===== config.mk =====
export PLATFORM = sky130hd
export DESIGN_NAME = ascii_integer_parser_unit
export DESIGN_NICKNAME = d
export VERILOG_FILES = /design/src/hdl/aip_pkg.sv /design/src/hdl/ascii_integer_parser_unit.sv /design/src/hdl/aip_front.sv /design/src/hdl/aip_fifo.sv /design/src/hdl/aip_back.sv
export SDC_FILE = /design/constraint.sdc
export NUM_CORES = 1
export LEC_CHECK = 0
export BUFFER_PORTS_ARGS = -buffer_cell sky130_fd_sc_hd__clkbuf_2
export CAP_MARGIN = 20
export CORE_MARGIN = 2
export CORE_UTILIZATION = 54
export CTS_CLUSTER_SIZE = 16
export DETAILED_ROUTE_END_ITERATION = 8
export PLACE_DENSITY = 0.8
export SYNTH_ARGS = -nofsm -noshare
export SYNTH_HDL_FRONTEND = slang
export SYNTH_SLANG_ARGS = --single-unit

===== constraint.sdc =====
create_clock -name i_clk -period 7.5 [get_ports i_clk]
set_input_delay 0.375 -clock i_clk [delete_from_list [all_inputs] [get_ports i_clk]]
set_output_delay 0.375 -clock i_clk [all_outputs]
set_load 0.01 [all_outputs]

===== src/hdl/aip_pkg.sv =====
`timescale 1ns / 1ps

package aip_pkg;

    // Widths of the data path.
    localparam int VALUE_WIDTH    = 32;
    localparam int INDEX_WIDTH    = 16;
    localparam int RADIX_WIDTH    = 6;
    localparam int DIGIT_WIDTH    = 6;
    localparam int CHAR_WIDTH     = 8;
    localparam int CFG_ADDR_WIDTH = 1;
    localparam int OUT_DATA_WIDTH = VALUE_WIDTH + INDEX_WIDTH;

    // Queue between the classifier and the parser.
    localparam int FIFO_DEPTH = 4;
    localparam int FIFO_AW    = 2;
    localparam int FIFO_CW    = 3;

    // Configuration register indexes.
    localparam logic [CFG_ADDR_WIDTH-1:0] CFG_RADIX  = 1'd0;
    localparam logic [CFG_ADDR_WIDTH-1:0] CFG_SIGNED = 1'd1;

    // Reset values of the configuration registers.
    localparam logic [RADIX_WIDTH-1:0] RADIX_RESET  = 6'd10;
    localparam logic                   SIGNED_RESET = 1'b1;

    // Radix codes used by the parser.
    localparam logic [RADIX_WIDTH-1:0] RADIX_AUTO = 6'd0;
    localparam logic [RADIX_WIDTH-1:0] RADIX_OCT  = 6'd8;
    localparam logic [RADIX_WIDTH-1:0] RADIX_DEC  = 6'd10;
    localparam logic [RADIX_WIDTH-1:0] RADIX_HEX  = 6'd16;

    // Character codes.
    localparam logic [CHAR_WIDTH-1:0] CH_SPACE = 8'h20;
    localparam logic [CHAR_WIDTH-1:0] CH_TAB   = 8'h09;
    localparam logic [CHAR_WIDTH-1:0] CH_LF    = 8'h0A;
    localparam logic [CHAR_WIDTH-1:0] CH_VT    = 8'h0B;
    localparam logic [CHAR_WIDTH-1:0] CH_FF    = 8'h0C;
    localparam logic [CHAR_WIDTH-1:0] CH_CR    = 8'h0D;
    localparam logic [CHAR_WIDTH-1:0] CH_MINUS = 8'h2D;
    localparam logic [CHAR_WIDTH-1:0] CH_PLUS  = 8'h2B;
    localparam logic [CHAR_WIDTH-1:0] CH_ZERO  = 8'h30;
    localparam logic [CHAR_WIDTH-1:0] CH_NINE  = 8'h39;
    localparam logic [CHAR_WIDTH-1:0] CH_LO_A  = 8'h61;
    localparam logic [CHAR_WIDTH-1:0] CH_LO_X  = 8'h78;
    localparam logic [CHAR_WIDTH-1:0] CH_LO_Z  = 8'h7A;
    localparam logic [CHAR_WIDTH-1:0] CH_UP_A  = 8'h41;
    localparam logic [CHAR_WIDTH-1:0] CH_UP_X  = 8'h58;
    localparam logic [CHAR_WIDTH-1:0] CH_UP_Z  = 8'h5A;
    localparam logic [DIGIT_WIDTH-1:0] LETTER_BASE = 6'd10;

    // Parse phases.
    typedef enum logic [2:0] {
        PH_SPACE,
        PH_START,
        PH_ZERO,
        PH_DIGITS,
        PH_DONE
    } t_phase;

    // One classified character as it travels through the queue.
    typedef struct packed {
        logic                   blank;
        logic                   minus;
        logic                   plus;
        logic                   zero;
        logic                   xch;
        logic                   dig_ok;
        logic [DIGIT_WIDTH-1:0] digit;
        logic                   last;
    } t_item;

    // Handshake between the queue and the parser.
    typedef struct packed {
        logic  valid;
        t_item item;
    } t_head;

endpackage


===== src/hdl/ascii_integer_parser_unit.sv =====
`timescale 1ns / 1ps

// ASCII integer parser. Characters stream in one word per cycle on the slave
// side while the queue has room, with tlast on the final character of each
// string; every string gives exactly one result word on the master side: the
// parsed value, the index of the first character not consumed and a flag for
// digits found. Leading blanks are skipped, an optional plus sign is taken, a
// minus sign only while the signed register is set, and the radix comes from
// the radix register (zero selects auto-detection from a 0x or leading-zero
// prefix). The block sustains one character per cycle unless the queue fills
// or the output is blocked: the front classifier feeds a four-word queue, and
// the parser behind it does one multiply-add by the radix per character. The
// parser handles a character once it reaches the queue head, and a result it
// causes is offered from the edge that takes it; the parser only stalls when a
// result is due while the output register still holds one not taken.
// Configuration writes must be made while no string is in flight.
module ascii_integer_parser_unit (
    input  logic                                   i_clk,
    input  logic                                   i_rst_n,
    // Configuration port
    input  logic                                   i_cfg_we,
    input  logic [aip_pkg::CFG_ADDR_WIDTH-1:0]     i_cfg_addr,
    input  logic [aip_pkg::RADIX_WIDTH-1:0]        i_cfg_data,
    // Character stream in
    input  logic                                   i_s_tvalid,
    output logic                                   o_s_tready,
    input  logic [aip_pkg::CHAR_WIDTH-1:0]         i_s_tdata,   // [7:0] character
    input  logic                                   i_s_tlast,   // last_char
    // Result stream out
    output logic                                   o_m_tvalid,
    input  logic                                   i_m_tready,
    output logic [aip_pkg::OUT_DATA_WIDTH-1:0]     o_m_tdata,   // [31:0] value, [47:32] end_index
    output logic                                   o_m_tuser    // digits_found
);

    logic [aip_pkg::RADIX_WIDTH-1:0]  r_radix;
    logic                             r_signed;
    logic                             w_full;
    logic                             w_push;
    aip_pkg::t_item                   w_item;
    aip_pkg::t_head                   w_head;
    logic                             w_pop;
    logic [aip_pkg::VALUE_WIDTH-1:0]  w_value;
    logic [aip_pkg::INDEX_WIDTH-1:0]  w_index;

    // Configuration registers.
    always_ff @(posedge i_clk) begin
        if (!i_rst_n) begin
            r_radix  <= aip_pkg::RADIX_RESET;
            r_signed <= aip_pkg::SIGNED_RESET;
        end else if (i_cfg_we) begin
            case (i_cfg_addr)
                aip_pkg::CFG_RADIX:  r_radix  <= i_cfg_data;
                aip_pkg::CFG_SIGNED: r_signed <= i_cfg_data[0];
                default: begin
                    r_radix <= r_radix;
                end
            endcase
        end
    end

    aip_front u_front (
        .i_valid (i_s_tvalid),
        .i_char  (i_s_tdata),
        .i_last  (i_s_tlast),
        .i_full  (w_full),
        .o_ready (o_s_tready),
        .o_push  (w_push),
        .o_item  (w_item)
    );

    aip_fifo u_fifo (
        .i_clk   (i_clk),
        .i_rst_n (i_rst_n),
        .i_push  (w_push),
        .i_item  (w_item),
        .i_pop   (w_pop),
        .o_full  (w_full),
        .o_head  (w_head)
    );

    aip_back u_back (
        .i_clk          (i_clk),
        .i_rst_n        (i_rst_n),
        .i_radix        (r_radix),
        .i_signed       (r_signed),
        .i_head         (w_head),
        .o_pop          (w_pop),
        .o_valid        (o_m_tvalid),
        .i_ready        (i_m_tready),
        .o_value        (w_value),
        .o_end_index    (w_index),
        .o_digits_found (o_m_tuser)
    );

    assign o_m_tdata = {w_index, w_value};

endmodule


===== src/hdl/aip_front.sv =====
`timescale 1ns / 1ps

module aip_front (
    input  logic                              i_valid,
    input  logic [aip_pkg::CHAR_WIDTH-1:0]    i_char,
    input  logic                              i_last,
    input  logic                              i_full,
    output logic                              o_ready,
    output logic                              o_push,
    output aip_pkg::t_item                    o_item
);

    logic [aip_pkg::CHAR_WIDTH-1:0] w_off;

    // A word is taken whenever the queue has room.
    assign o_ready = !i_full;
    assign o_push  = i_valid && !i_full;

    // Classify the character: blanks, sign, prefix letters and digit value.
    always_comb begin
        w_off = '0;
        o_item = '0;
        o_item.last  = i_last;
        o_item.blank = (i_char == aip_pkg::CH_SPACE) || (i_char == aip_pkg::CH_TAB)
                    || (i_char == aip_pkg::CH_LF) || (i_char == aip_pkg::CH_VT)
                    || (i_char == aip_pkg::CH_FF) || (i_char == aip_pkg::CH_CR);
        o_item.minus = (i_char == aip_pkg::CH_MINUS);
        o_item.plus  = (i_char == aip_pkg::CH_PLUS);
        o_item.zero  = (i_char == aip_pkg::CH_ZERO);
        o_item.xch   = (i_char == aip_pkg::CH_LO_X) || (i_char == aip_pkg::CH_UP_X);
        if (i_char >= aip_pkg::CH_ZERO && i_char <= aip_pkg::CH_NINE) begin
            w_off = i_char - aip_pkg::CH_ZERO;
            o_item.dig_ok = 1'b1;
            o_item.digit  = w_off[aip_pkg::DIGIT_WIDTH-1:0];
        end else if (i_char >= aip_pkg::CH_LO_A && i_char <= aip_pkg::CH_LO_Z) begin
            w_off = i_char - aip_pkg::CH_LO_A;
            o_item.dig_ok = 1'b1;
            o_item.digit  = w_off[aip_pkg::DIGIT_WIDTH-1:0] + aip_pkg::LETTER_BASE;
        end else if (i_char >= aip_pkg::CH_UP_A && i_char <= aip_pkg::CH_UP_Z) begin
            w_off = i_char - aip_pkg::CH_UP_A;
            o_item.dig_ok = 1'b1;
            o_item.digit  = w_off[aip_pkg::DIGIT_WIDTH-1:0] + aip_pkg::LETTER_BASE;
        end
    end

endmodule


===== src/hdl/aip_fifo.sv =====
`timescale 1ns / 1ps

module aip_fifo (
    input  logic           i_clk,
    input  logic           i_rst_n,
    input  logic           i_push,
    input  aip_pkg::t_item i_item,
    input  logic           i_pop,
    output logic           o_full,
    output aip_pkg::t_head o_head
);

    aip_pkg::t_item                 r_mem [aip_pkg::FIFO_DEPTH];
    logic [aip_pkg::FIFO_AW-1:0]    r_wr;
    logic [aip_pkg::FIFO_AW-1:0]    r_rd;
    logic [aip_pkg::FIFO_CW-1:0]    r_count;
    logic [aip_pkg::FIFO_CW-1:0]    n_count;

    assign o_full       = (r_count == aip_pkg::FIFO_CW'(aip_pkg::FIFO_DEPTH));
    assign o_head.valid = (r_count != '0);
    assign o_head.item  = r_mem[r_rd];

    // Occupancy follows pushes and pops.
    always_comb begin
        n_count = r_count;
        if (i_push && !i_pop) begin
            n_count = r_count + 1'b1;
        end else if (!i_push && i_pop) begin
            n_count = r_count - 1'b1;
        end
    end

    // Pointers and count.
    always_ff @(posedge i_clk) begin
        if (!i_rst_n) begin
            r_wr    <= '0;
            r_rd    <= '0;
            r_count <= '0;
        end else begin
            if (i_push) begin
                r_wr <= r_wr + 1'b1;
            end
            if (i_pop) begin
                r_rd <= r_rd + 1'b1;
            end
            r_count <= n_count;
        end
    end

    // Storage.
    always_ff @(posedge i_clk) begin
        if (i_push) begin
            r_mem[r_wr] <= i_item;
        end
    end

endmodule


===== src/hdl/aip_back.sv =====
`timescale 1ns / 1ps

module aip_back (
    input  logic                                  i_clk,
    input  logic                                  i_rst_n,
    input  logic [aip_pkg::RADIX_WIDTH-1:0]       i_radix,
    input  logic                                  i_signed,
    input  aip_pkg::t_head                        i_head,
    output logic                                  o_pop,
    output logic                                  o_valid,
    input  logic                                  i_ready,
    output logic [aip_pkg::VALUE_WIDTH-1:0]       o_value,
    output logic [aip_pkg::INDEX_WIDTH-1:0]       o_end_index,
    output logic                                  o_digits_found
);

    aip_pkg::t_phase                        r_phase;
    aip_pkg::t_phase                        n_phase;
    aip_pkg::t_phase                        w_raw_phase;
    logic                                   r_neg;
    logic                                   n_neg;
    logic [aip_pkg::VALUE_WIDTH-1:0]        r_acc;
    logic [aip_pkg::VALUE_WIDTH-1:0]        n_acc;
    logic [aip_pkg::RADIX_WIDTH-1:0]        r_wrad;
    logic [aip_pkg::RADIX_WIDTH-1:0]        n_wrad;
    logic                                   r_anyd;
    logic                                   n_anyd;
    logic [aip_pkg::INDEX_WIDTH-1:0]        r_pos;
    logic [aip_pkg::INDEX_WIDTH-1:0]        n_pos;
    logic                                   w_adv;

    logic                                   r_out_valid;
    logic [aip_pkg::VALUE_WIDTH-1:0]        r_out_value;
    logic [aip_pkg::INDEX_WIDTH-1:0]        r_out_index;
    logic                                   r_out_digits;

    aip_pkg::t_item                         w_it;
    logic                                   w_start_zero;
    logic [aip_pkg::RADIX_WIDTH-1:0]        w_start_r;
    logic                                   w_start_dig;
    logic                                   w_cont_dig;
    logic [aip_pkg::VALUE_WIDTH-1:0]        w_mac;
    logic                                   w_ended;
    logic                                   w_emit;
    logic                                   w_stall;
    logic [aip_pkg::VALUE_WIDTH-1:0]        w_value;
    logic [aip_pkg::INDEX_WIDTH-1:0]        w_index;

    // Decisions shared by the state machine and the data path.
    assign w_it         = i_head.item;
    assign w_start_zero = w_it.zero
                       && ((i_radix == aip_pkg::RADIX_AUTO) || (i_radix == aip_pkg::RADIX_HEX));
    assign w_start_r    = (i_radix == aip_pkg::RADIX_AUTO) ? aip_pkg::RADIX_DEC : i_radix;
    assign w_start_dig  = w_it.dig_ok && (w_it.digit < w_start_r);
    assign w_cont_dig   = w_it.dig_ok && (w_it.digit < r_wrad);

    // One multiply-add step by the working radix.
    assign w_mac = r_acc * aip_pkg::VALUE_WIDTH'(r_wrad)
                 + aip_pkg::VALUE_WIDTH'(w_it.digit);

    // Next phase of the parse.
    always_comb begin
        case (r_phase)
            aip_pkg::PH_SPACE: begin
                if (w_it.blank) begin
                    w_raw_phase = aip_pkg::PH_SPACE;
                end else if (w_it.minus) begin
                    w_raw_phase = i_signed ? aip_pkg::PH_START : aip_pkg::PH_DONE;
                end else if (w_it.plus) begin
                    w_raw_phase = aip_pkg::PH_START;
                end else if (w_start_zero) begin
                    w_raw_phase = aip_pkg::PH_ZERO;
                end else begin
                    w_raw_phase = w_start_dig ? aip_pkg::PH_DIGITS : aip_pkg::PH_DONE;
                end
            end
            aip_pkg::PH_START: begin
                if (w_start_zero) begin
                    w_raw_phase = aip_pkg::PH_ZERO;
                end else begin
                    w_raw_phase = w_start_dig ? aip_pkg::PH_DIGITS : aip_pkg::PH_DONE;
                end
            end
            aip_pkg::PH_ZERO: begin
                w_raw_phase = (w_it.xch || w_cont_dig) ? aip_pkg::PH_DIGITS
                                                       : aip_pkg::PH_DONE;
            end
            aip_pkg::PH_DIGITS: begin
                w_raw_phase = w_cont_dig ? aip_pkg::PH_DIGITS : aip_pkg::PH_DONE;
            end
            default: begin
                w_raw_phase = aip_pkg::PH_DONE;
            end
        endcase
        w_ended = (w_raw_phase == aip_pkg::PH_DONE) && (r_phase != aip_pkg::PH_DONE);
        w_emit  = (r_phase != aip_pkg::PH_DONE) && (w_ended || w_it.last);
        if (w_it.last) begin
            n_phase = aip_pkg::PH_SPACE;
        end else if (w_emit) begin
            n_phase = aip_pkg::PH_DONE;
        end else begin
            n_phase = w_raw_phase;
        end
    end

    // Data path updates for the character at the head of the queue.
    always_comb begin
        n_neg  = r_neg;
        n_acc  = r_acc;
        n_wrad = r_wrad;
        n_anyd = r_anyd;
        w_adv  = 1'b0;
        case (r_phase)
            aip_pkg::PH_SPACE, aip_pkg::PH_START: begin
                if (r_phase == aip_pkg::PH_SPACE && w_it.blank) begin
                    w_adv = 1'b1;
                end else if (r_phase == aip_pkg::PH_SPACE && w_it.minus) begin
                    n_neg = i_signed;
                    w_adv = i_signed;
                end else if (r_phase == aip_pkg::PH_SPACE && w_it.plus) begin
                    w_adv = 1'b1;
                end else if (w_start_zero) begin
                    n_wrad = (i_radix == aip_pkg::RADIX_AUTO) ? aip_pkg::RADIX_OCT
                                                              : aip_pkg::RADIX_HEX;
                    n_acc  = '0;
                    n_anyd = 1'b1;
                    w_adv  = 1'b1;
                end else begin
                    // The accumulator is still zero here, so the digit is the value.
                    n_wrad = w_start_r;
                    if (w_start_dig) begin
                        n_acc  = aip_pkg::VALUE_WIDTH'(w_it.digit);
                        n_anyd = 1'b1;
                        w_adv  = 1'b1;
                    end
                end
            end
            aip_pkg::PH_ZERO, aip_pkg::PH_DIGITS: begin
                if (r_phase == aip_pkg::PH_ZERO && w_it.xch) begin
                    n_wrad = aip_pkg::RADIX_HEX;
                    n_acc  = '0;
                    n_anyd = 1'b0;
                    w_adv  = 1'b1;
                end else if (w_cont_dig) begin
                    n_acc  = w_mac;
                    n_anyd = 1'b1;
                    w_adv  = 1'b1;
                end
            end
            default: begin
                w_adv = 1'b0;
            end
        endcase
        n_pos = (w_adv && (r_pos != '1)) ? r_pos + 1'b1 : r_pos;
        // A minus sign with no digit behind it points the end back at the sign.
        w_index = (!n_anyd && n_neg && (n_pos != '0) && (n_pos != '1)) ? n_pos - 1'b1
                                                                         : n_pos;
        w_value = n_neg ? (~n_acc + 1'b1) : n_acc;
    end

    // The queue head is taken unless a result is due and the output is blocked.
    assign w_stall = w_emit && r_out_valid && !i_ready;
    assign o_pop   = i_head.valid && !w_stall;

    // Parse state.
    always_ff @(posedge i_clk) begin
        if (!i_rst_n) begin
            r_phase <= aip_pkg::PH_SPACE;
            r_neg   <= 1'b0;
            r_acc   <= '0;
            r_wrad  <= '0;
            r_anyd  <= 1'b0;
            r_pos   <= '0;
        end else if (o_pop) begin
            r_phase <= n_phase;
            if (w_it.last) begin
                r_neg  <= 1'b0;
                r_acc  <= '0;
                r_wrad <= '0;
                r_anyd <= 1'b0;
                r_pos  <= '0;
            end else begin
                r_neg  <= n_neg;
                r_acc  <= n_acc;
                r_wrad <= n_wrad;
                r_anyd <= n_anyd;
                r_pos  <= n_pos;
            end
        end
    end

    // Output register.
    always_ff @(posedge i_clk) begin
        if (!i_rst_n) begin
            r_out_valid <= 1'b0;
        end else if (o_pop && w_emit) begin
            r_out_valid <= 1'b1;
        end else if (i_ready) begin
            r_out_valid <= 1'b0;
        end
    end

    always_ff @(posedge i_clk) begin
        if (o_pop && w_emit) begin
            r_out_value  <= w_value;
            r_out_index  <= w_index;
            r_out_digits <= n_anyd;
        end
    end

    assign o_valid        = r_out_valid;
    assign o_value        = r_out_value;
    assign o_end_index    = r_out_index;
    assign o_digits_found = r_out_digits;

endmodule


==> flow_summary.json, run 1 <==
{
  "run_status": "completed",
  "rows": 62,
  "grt_first_pass_wirelength_mm": 65.3,
  "clock_latency_ps": 460,
  "layout_common_cells": "173 x and2_1, 116 x nand2_1, 113 x fa_1",
  "dr.pass1.iters": 5,
  "design.die.area_mm2": 0.0305,
  "wl_per_cell_um": 19.7,
  "switching_share_pct": 44.5,
  "antenna_found_initial": 0,
  "ys_ff_latch": 177,
  "reg2reg_setup_slack_ps": 940,
  "seq_area_mm2": 0.00455,
  "postCtsSetupRepairBufs": 0,
  "n_antenna_cell": 0,
  "end_kind": "flop",
  "finalCriticalPeriod_ps": 6560,
  "clockPowerShare_pct": 21.0,
  "clkSinkCount": 177,
  "start_kind": "flop",
  "reg2regPathDepth": 20,
  "ys_seq_area_share_pct": 28.9,
  "clockBufferDepth": 2,
  "netlist_area_mm2": 0.0157,
  "finalHoldViolations": 0,
  "final_cells": 2050,
  "crit_end": "u_back.o_value[26]",
  "crit_path_start": "u_back.r_acc[0]",
  "critical_path_peak_fanout": 12,
  "grt_max_degree": 76,
  "cts_tree": "done",
  "fin_ws_ps": 944,
  "placed_area_mm2": 0.0164,
  "setup_viol": 0,
  "ys.flop_type": "edfxtp_1",
  "drt-initial-drc-count": 1348,
  "synth_cells": 1630,
  "rr_endpoint": "u_back.o_value[26]",
  "via_per_inst": 6.17,
  "grt_setup_unrepaired": "false",
  "syn-num-nets": 1858,
  "synth-edff-count": 101,
  "power.density_mw_per_mm2": 264,
  "grt_usage_pct": 27.0,
  "gp_congestion": 0.878,
  "area_growth_pct": 7.91,
  "synth.distinct_cells": 101,
  "clkTransAtPathRegs_ps": 80,
  "ctsHoldBuffers": 0,
  "p_leak_nw": 7.23,
  "crit_slowest_cell": "or4_1",
  "skew_ps": 11.4,
  "io_pins": 72,
  "critPathMaxStageDelay_ps": 590,
  "fin_setup_tns_ps": 0,
  "tightestPinTransition_ps": 1040,
  "coreArea_mm2": 0.0287,
  "cts_resized": 0,
  "die_h_um": 175,
  "drt-total-wl_mm": 40.3,
  "internal_power_mw": 2.48,
  "pre_cts_slack_ps": 962,
  "timing.rr.start": "u_back.r_acc[0]",
  "drcViolationCount": 0,
  "drv_cap": 0,
  "max_freq_ghz": 0.153,
  "nFillCells": 2404,
  "root_buffer": "clkbuf_16",
  "final_nets": 1881,
  "numCtsBuffers": 17,
  "seqPwrFrac_pct": 32.5,
  "worstPathArrival_ps": 6750,
  "path_class": "flop to flop",
  "hp-class": "input pin to flop",
  "utilization_pct": 59.2,
  "synth.avg_cell_area_um2": 9.65,
  "dp_hpwl_mm": 29.6,
  "vias": 12700,
  "design_area_mm2": 0.0170,
  "finalCritPeriodShare_pct": 87.4,
  "finalMaxSlewViolations": 0,
  "path_common_cell": "fa_1",
  "p_comb_share_pct": 46.5,
  "initial_core_util_pct": 54.8,
  "vdd_drop_max_uv": 226,
  "dp_cells": 2018,
  "multi_input_area_mm2": 0.0105,
  "crit_required_ps": 7690,
  "die_w_um": 175,
  "hold_slack_ps": 128,
  "ant_nets": 0,
  "synth_area_leaders": "edfxtp_1 19%, fa_1 14%, dfxtp_1 9.7%",
  "final_common_cell": "and2_1",
  "slew_headroom_pct": 30.0,
  "power_mw": 4.48,
  "grt_pass1_vias": 12400,
  "grt-ovfl-total": 0,
  "cp_cell_sequence": "nand2_1 > fa_1 > fa_1 > inv_1 > fa_1 > inv_1 > fa_1 > inv_1 > ha_1 > nand3_1 > nor2_1 > or4_1 > a31oi_1 > mux2i_1 > a21bo_2 > nor4b_2 > and4_1 > and2_1 > a41oi_1 > xor2_1",
  "yosys.area.top_type": "edfxtp_1",
  "synth_warnings": 0,
  "htree_levels": 4,
  "synthArstFlopShare_pct": 0,
  "yosysTopAreaCellShare_pct": 19.3,
  "p_switching_mw": 1.99,
  "drive_above_1_share_pct": 10.6,
  "port_buffers": 71
}
-- sequential cells by signal (all words and copies together), names as in the netlist, named ones only --
register               count
r_signed                   1
u_back.r_wrad              6
u_fifo.r_mem              52
u_fifo.r_rd                2
u_back.r_acc              32
u_back.o_valid             1
u_back.o_end_index        16
u_back.o_value            32
u_back.o_digits_found      1
u_back.r_phase             3
u_back.r_pos              16
u_back.r_neg               1
u_back.r_anyd              1
u_fifo.r_count             3
u_fifo.r_wr                2
r_radix                    6
-- cells in the mapped netlist, types with 6 or more instances --
library cell / instances
xor2_1: 26
o21a_1: 11
a21o_1: 13
ha_1: 94
fa_1: 113
nand2_1: 116
mux4_1: 6
nor2b_1: 42
a21boi_0: 25
a22o_1: 7
o31ai_1: 14
o21bai_1: 6
mux2i_1: 15
nand2b_1: 8
o211a_1: 7
a22oi_1: 23
or3_1: 14
inv_1: 82
o31a_1: 6
a21oi_1: 88
a31oi_1: 21
buf_2: 6
clkbuf_1: 77
o21ai_0: 47
or2_2: 9
a211oi_1: 10
xnor2_1: 66
and3_1: 14
and2_1: 173
nor2_1: 78
nand4_1: 18
nand3_1: 38
nor3_1: 44
nor4_1: 11
dfxtp_1: 76
o211ai_1: 12
edfxtp_1: 101
-- power by group through the flow --
stage | combinational, mW | sequential (mW) | clock, mW
5_1_grt | 2.24 | 1.48 | 0.981
3_5_place_dp | 2.03 | 1.47 | 0
4_1_cts | 2.04 | 1.46 | 0.944
6_report | 2.08 | 1.46 | 0.941
3_3_place_gp | 1.98 | 1.47 | 0
2_1_floorplan | 1.34 | 1.51 | 0
-- routing by layer --
| metal | track usage [%] | up-vias | wire (um) |
|---|---|---|---|
| met5 | 0 | - | 0 |
| met4 | 9.86 | 0 | 1340 |
| met3 | 5.35 | 108 | 3350 |
| met2 | 44.1 | 615 | 19000 |
| met1 | 35.8 | 6125 | 16700 |
| li1 | - | 5804 | - |
-- critical path: cells and delay by family, from the launching register on --
kind,cells,cell delay [ps]
buffers and inverters,3,140
AND/OR/NAND/NOR,7,2030
XOR/XNOR,1,210
AO/OA/AOI/OAI,3,660
adder cells (fa/ha/maj),5,2460
flip-flops,1,520
multiplexers,1,250
-- logic make-up after synthesis --
| group | count (synthesis) | synth area share, % |
|---|---|---|
| compound gates | 337 | 14.6 |
| xor+xnor | 94 | 5.40 |
| flops | 177 | 28.9 |
| mux | 30 | 2.98 |
| simple gates | 611 | 21.7 |
| fa+ha+maj | 207 | 21.9 |
| buf+inv | 174 | 4.49 |
-- worst min path at each step --
stage                              from                  to  slack (ps)  cells past startpoint
after floorplan           u_back.r_anyd       u_back.r_anyd         450                      2
after global placement    u_back.r_anyd       u_back.r_anyd         460                      2
after detailed placement  u_back.r_anyd       u_back.r_anyd         480                      2
after CTS                     i_s_tlast  u_fifo.r_mem[1][0]         110                      1
after global routing          i_s_tlast  u_fifo.r_mem[1][0]         130                      1
final                         i_s_tlast  u_fifo.r_mem[2][0]         130                      1
-- area by class of cell --
class | instances | area share, %
Timing Repair Buffer | 95 | 3.15
Multi-Input combinational cell | 1279 | 61.7
Clock inverter | 15 | 1.11
Clock buffer | 17 | 2.51
Tap cell | 384 | 2.83
Inverter | 83 | 1.83
Sequential cell | 177 | 26.8
(Power assumes the default switching activity.)
==> run 2: changes to the inputs <==
--- a/config.mk
+++ b/config.mk
@@ -7,11 +7,14 @@
 export LEC_CHECK = 0
 export BUFFER_PORTS_ARGS = -buffer_cell sky130_fd_sc_hd__clkbuf_2
 export CAP_MARGIN = 20
+export CORE_ASPECT_RATIO = 1.75
 export CORE_MARGIN = 2
 export CORE_UTILIZATION = 54
 export CTS_CLUSTER_SIZE = 16
 export DETAILED_ROUTE_END_ITERATION = 8
 export PLACE_DENSITY = 0.8
+export REMOVE_ABC_BUFFERS = 1
 export SYNTH_ARGS = -nofsm -noshare
 export SYNTH_HDL_FRONTEND = slang
 export SYNTH_SLANG_ARGS = --single-unit
+export TNS_END_PERCENT = 5
==> run 2 against run 1 <==
First-iteration DRC count fell by 27%. Global-route usage rose by 1.2 points. Cell area fell by 0.17%. Utilization rose by 0.060 points. Sequential share of layout area barely moved. Clock power fell by 4.6%. Sequential power barely moved. Largest power group unchanged.
==> flow_summary.json, run 2 (synthesis gave the netlist of run 1 again) <==
{
  "path_delay_family": "adder cells",
  "n_antenna_cell": 0,
  "grt_max_degree": 76,
  "slew_headroom_pct": 25.7,
  "power.density_mw_per_mm2": 262,
  "fin_ws_ps": 855,
  "p_leak_nw": 7.23,
  "clock_latency_ps": 450,
  "grt_usage_pct": 28.2,
  "drt-initial-drc-count": 984,
  "finalMaxSlewViolations": 0,
  "grt-ovfl-total": 0,
  "area_growth_pct": 7.73,
  "finalCritPeriodShare_pct": 88.6,
  "drt-total-wl_mm": 42.2,
  "antenna_found_initial": 0,
  "htree_levels": 4,
  "die_w_um": 133,
  "numCtsBuffers": 17,
  "reg2reg_setup_slack_ps": 860,
  "ctsHoldBuffers": 0,
  "final_nets": 1882,
  "dr.pass1.iters": 6,
  "setup_viol": 0,
  "max_freq_ghz": 0.150,
  "hold_slack_ps": 145,
  "reg2regPathDepth": 21,
  "clockBufferDepth": 2,
  "dp_hpwl_mm": 31.6,
  "finalHoldViolations": 0,
  "regMostFlops": "u_fifo.r_mem",
  "rr_endpoint": "u_back.o_value[26]",
  "postCtsSetupRepairBufs": 0,
  "rows": 82,
  "finalCriticalPeriod_ps": 6640,
  "final_common_cell": "and2_1",
  "crit_buf_inv": 4,
  "nFillCells": 2326,
  "via_per_inst": 6.28,
  "holdPathEnd": "r_radix[1]",
  "grt_setup_unrepaired": "false",
  "drv_cap": 0,
  "cts_tree": "done",
  "fin_setup_tns_ps": 0,
  "cp_cell_sequence": "and2_1 > fa_1 > inv_1 > fa_1 > inv_1 > fa_1 > inv_1 > fa_1 > inv_1 > ha_1 > nand3_1 > nor2_1 > or4_1 > a31oi_1 > mux2i_1 > a21bo_2 > nor4b_2 > and4_1 > and2_1 > a41oi_1 > xor2_1",
  "root_buffer": "clkbuf_16",
  "vias": 12800,
  "critical_path_peak_fanout": 18,
  "crit_required_ps": 7680,
  "grt_first_pass_wirelength_mm": 68.2,
  "ant_nets": 0,
  "layout_common_cells": "173 x and2_1, 116 x nand2_1, 113 x fa_1",
  "run_status": "completed",
  "skew_ps": 9.96,
  "placed_area_mm2": 0.0164,
  "tightestPinTransition_ps": 1110,
  "coreArea_mm2": 0.0286,
  "crit_slowest_cell": "or4_1",
  "hold-path-cell-count": 3,
  "utilization_pct": 59.2,
  "hp-class": "input pin to flop",
  "path_class": "flop to flop",
  "initial_core_util_pct": 55.0,
  "drive_above_1_share_pct": 10.5,
  "vdd_drop_max_uv": 280,
  "design.die.area_mm2": 0.0306,
  "gp_congestion": 0.956,
  "critPathMaxStageDelay_ps": 550,
  "die_h_um": 230,
  "io_pins": 72,
  "start_kind": "flop",
  "pre_cts_slack_ps": 948,
  "cts_resized": 0,
  "worstPathArrival_ps": 6820,
  "port_buffers": 71,
  "largest_register_ffs": 52,
  "clkTransAtPathRegs_ps": 70,
  "grt_pass1_vias": 13200,
  "design_area_mm2": 0.0170,
  "drcViolationCount": 0,
  "min_from": "i_cfg_data[1]",
  "end_kind": "flop",
  "clkSinkCount": 177,
  "timing.rr.start": "u_back.r_wrad[2]",
  "wl_per_cell_um": 20.6
}
## run 2: how the worst max path moves through the flow
stage                           startpoint                     to  slack (ps)  cells past startpoint
after CTS                 u_back.r_wrad[0]     u_back.o_value[26]         940                     21
after detailed placement  u_back.r_wrad[0]     u_back.o_value[26]         950                     21
after global placement    u_back.r_wrad[2]     u_back.o_value[26]         990                     21
final                     u_back.r_wrad[2]     u_back.o_value[26]         860                     21
after floorplan                       flop  u_back.o_digits_found         690                     11
after global routing      u_back.r_wrad[0]     u_back.o_value[31]         520                     18
## run 2: worst reg2reg max path, delay by kind of cell, from the launching register on
family                     cells  cell delay (ps)
adders and majority gates      5             2410
and+or+nand+nor                7             1960
AOI/OAI and AO/OA              3              690
DFF                            1              540
muxes                          1              370
xor gates and xnor gates       1              220
buffers and inverters          4              200
## run 2: report_power, final
part	internal, mW	total [mW]	switching (mW)
Clock	0.498	0.898	0.400
Combinational	0.675	2.07	1.40
Sequential	1.34	1.46	0.129
Total	2.51	4.43	1.93
## run 2: cell type report
cell class | count | area [um2] | share of cell area (%)
multi-input combinational | 1279 | 10500 | 61.9
sequential | 177 | 4550 | 26.9
timing repair buffer | 96 | 543 | 3.20
clock buffer | 22 | 485 | 2.86
tap | 378 | 473 | 2.79
inverter | 83 | 312 | 1.84
clock inverter | 10 | 98.8 | 0.583
## run 2: layer usage
metal | track usage, % | vias to the layer above | part of all wire [%]
li1 | - | 5804 | -
met1 | 30.8 | 6296 | 36
met2 | 50.1 | 565 | 52
met3 | 4.10 | 179 | 5.3
met4 | 19.0 | 0 | 7.2
met5 | 0 | - | 0
## run 2: through the flow
stage | instances | total power, mW
floorplan | 1539 | 2.75
global placement | 2012 | 3.43
detailed placement | 2012 | 3.50
CTS | 2044 | 4.39
global route | 2045 | 4.64
finish | 2045 | 4.43
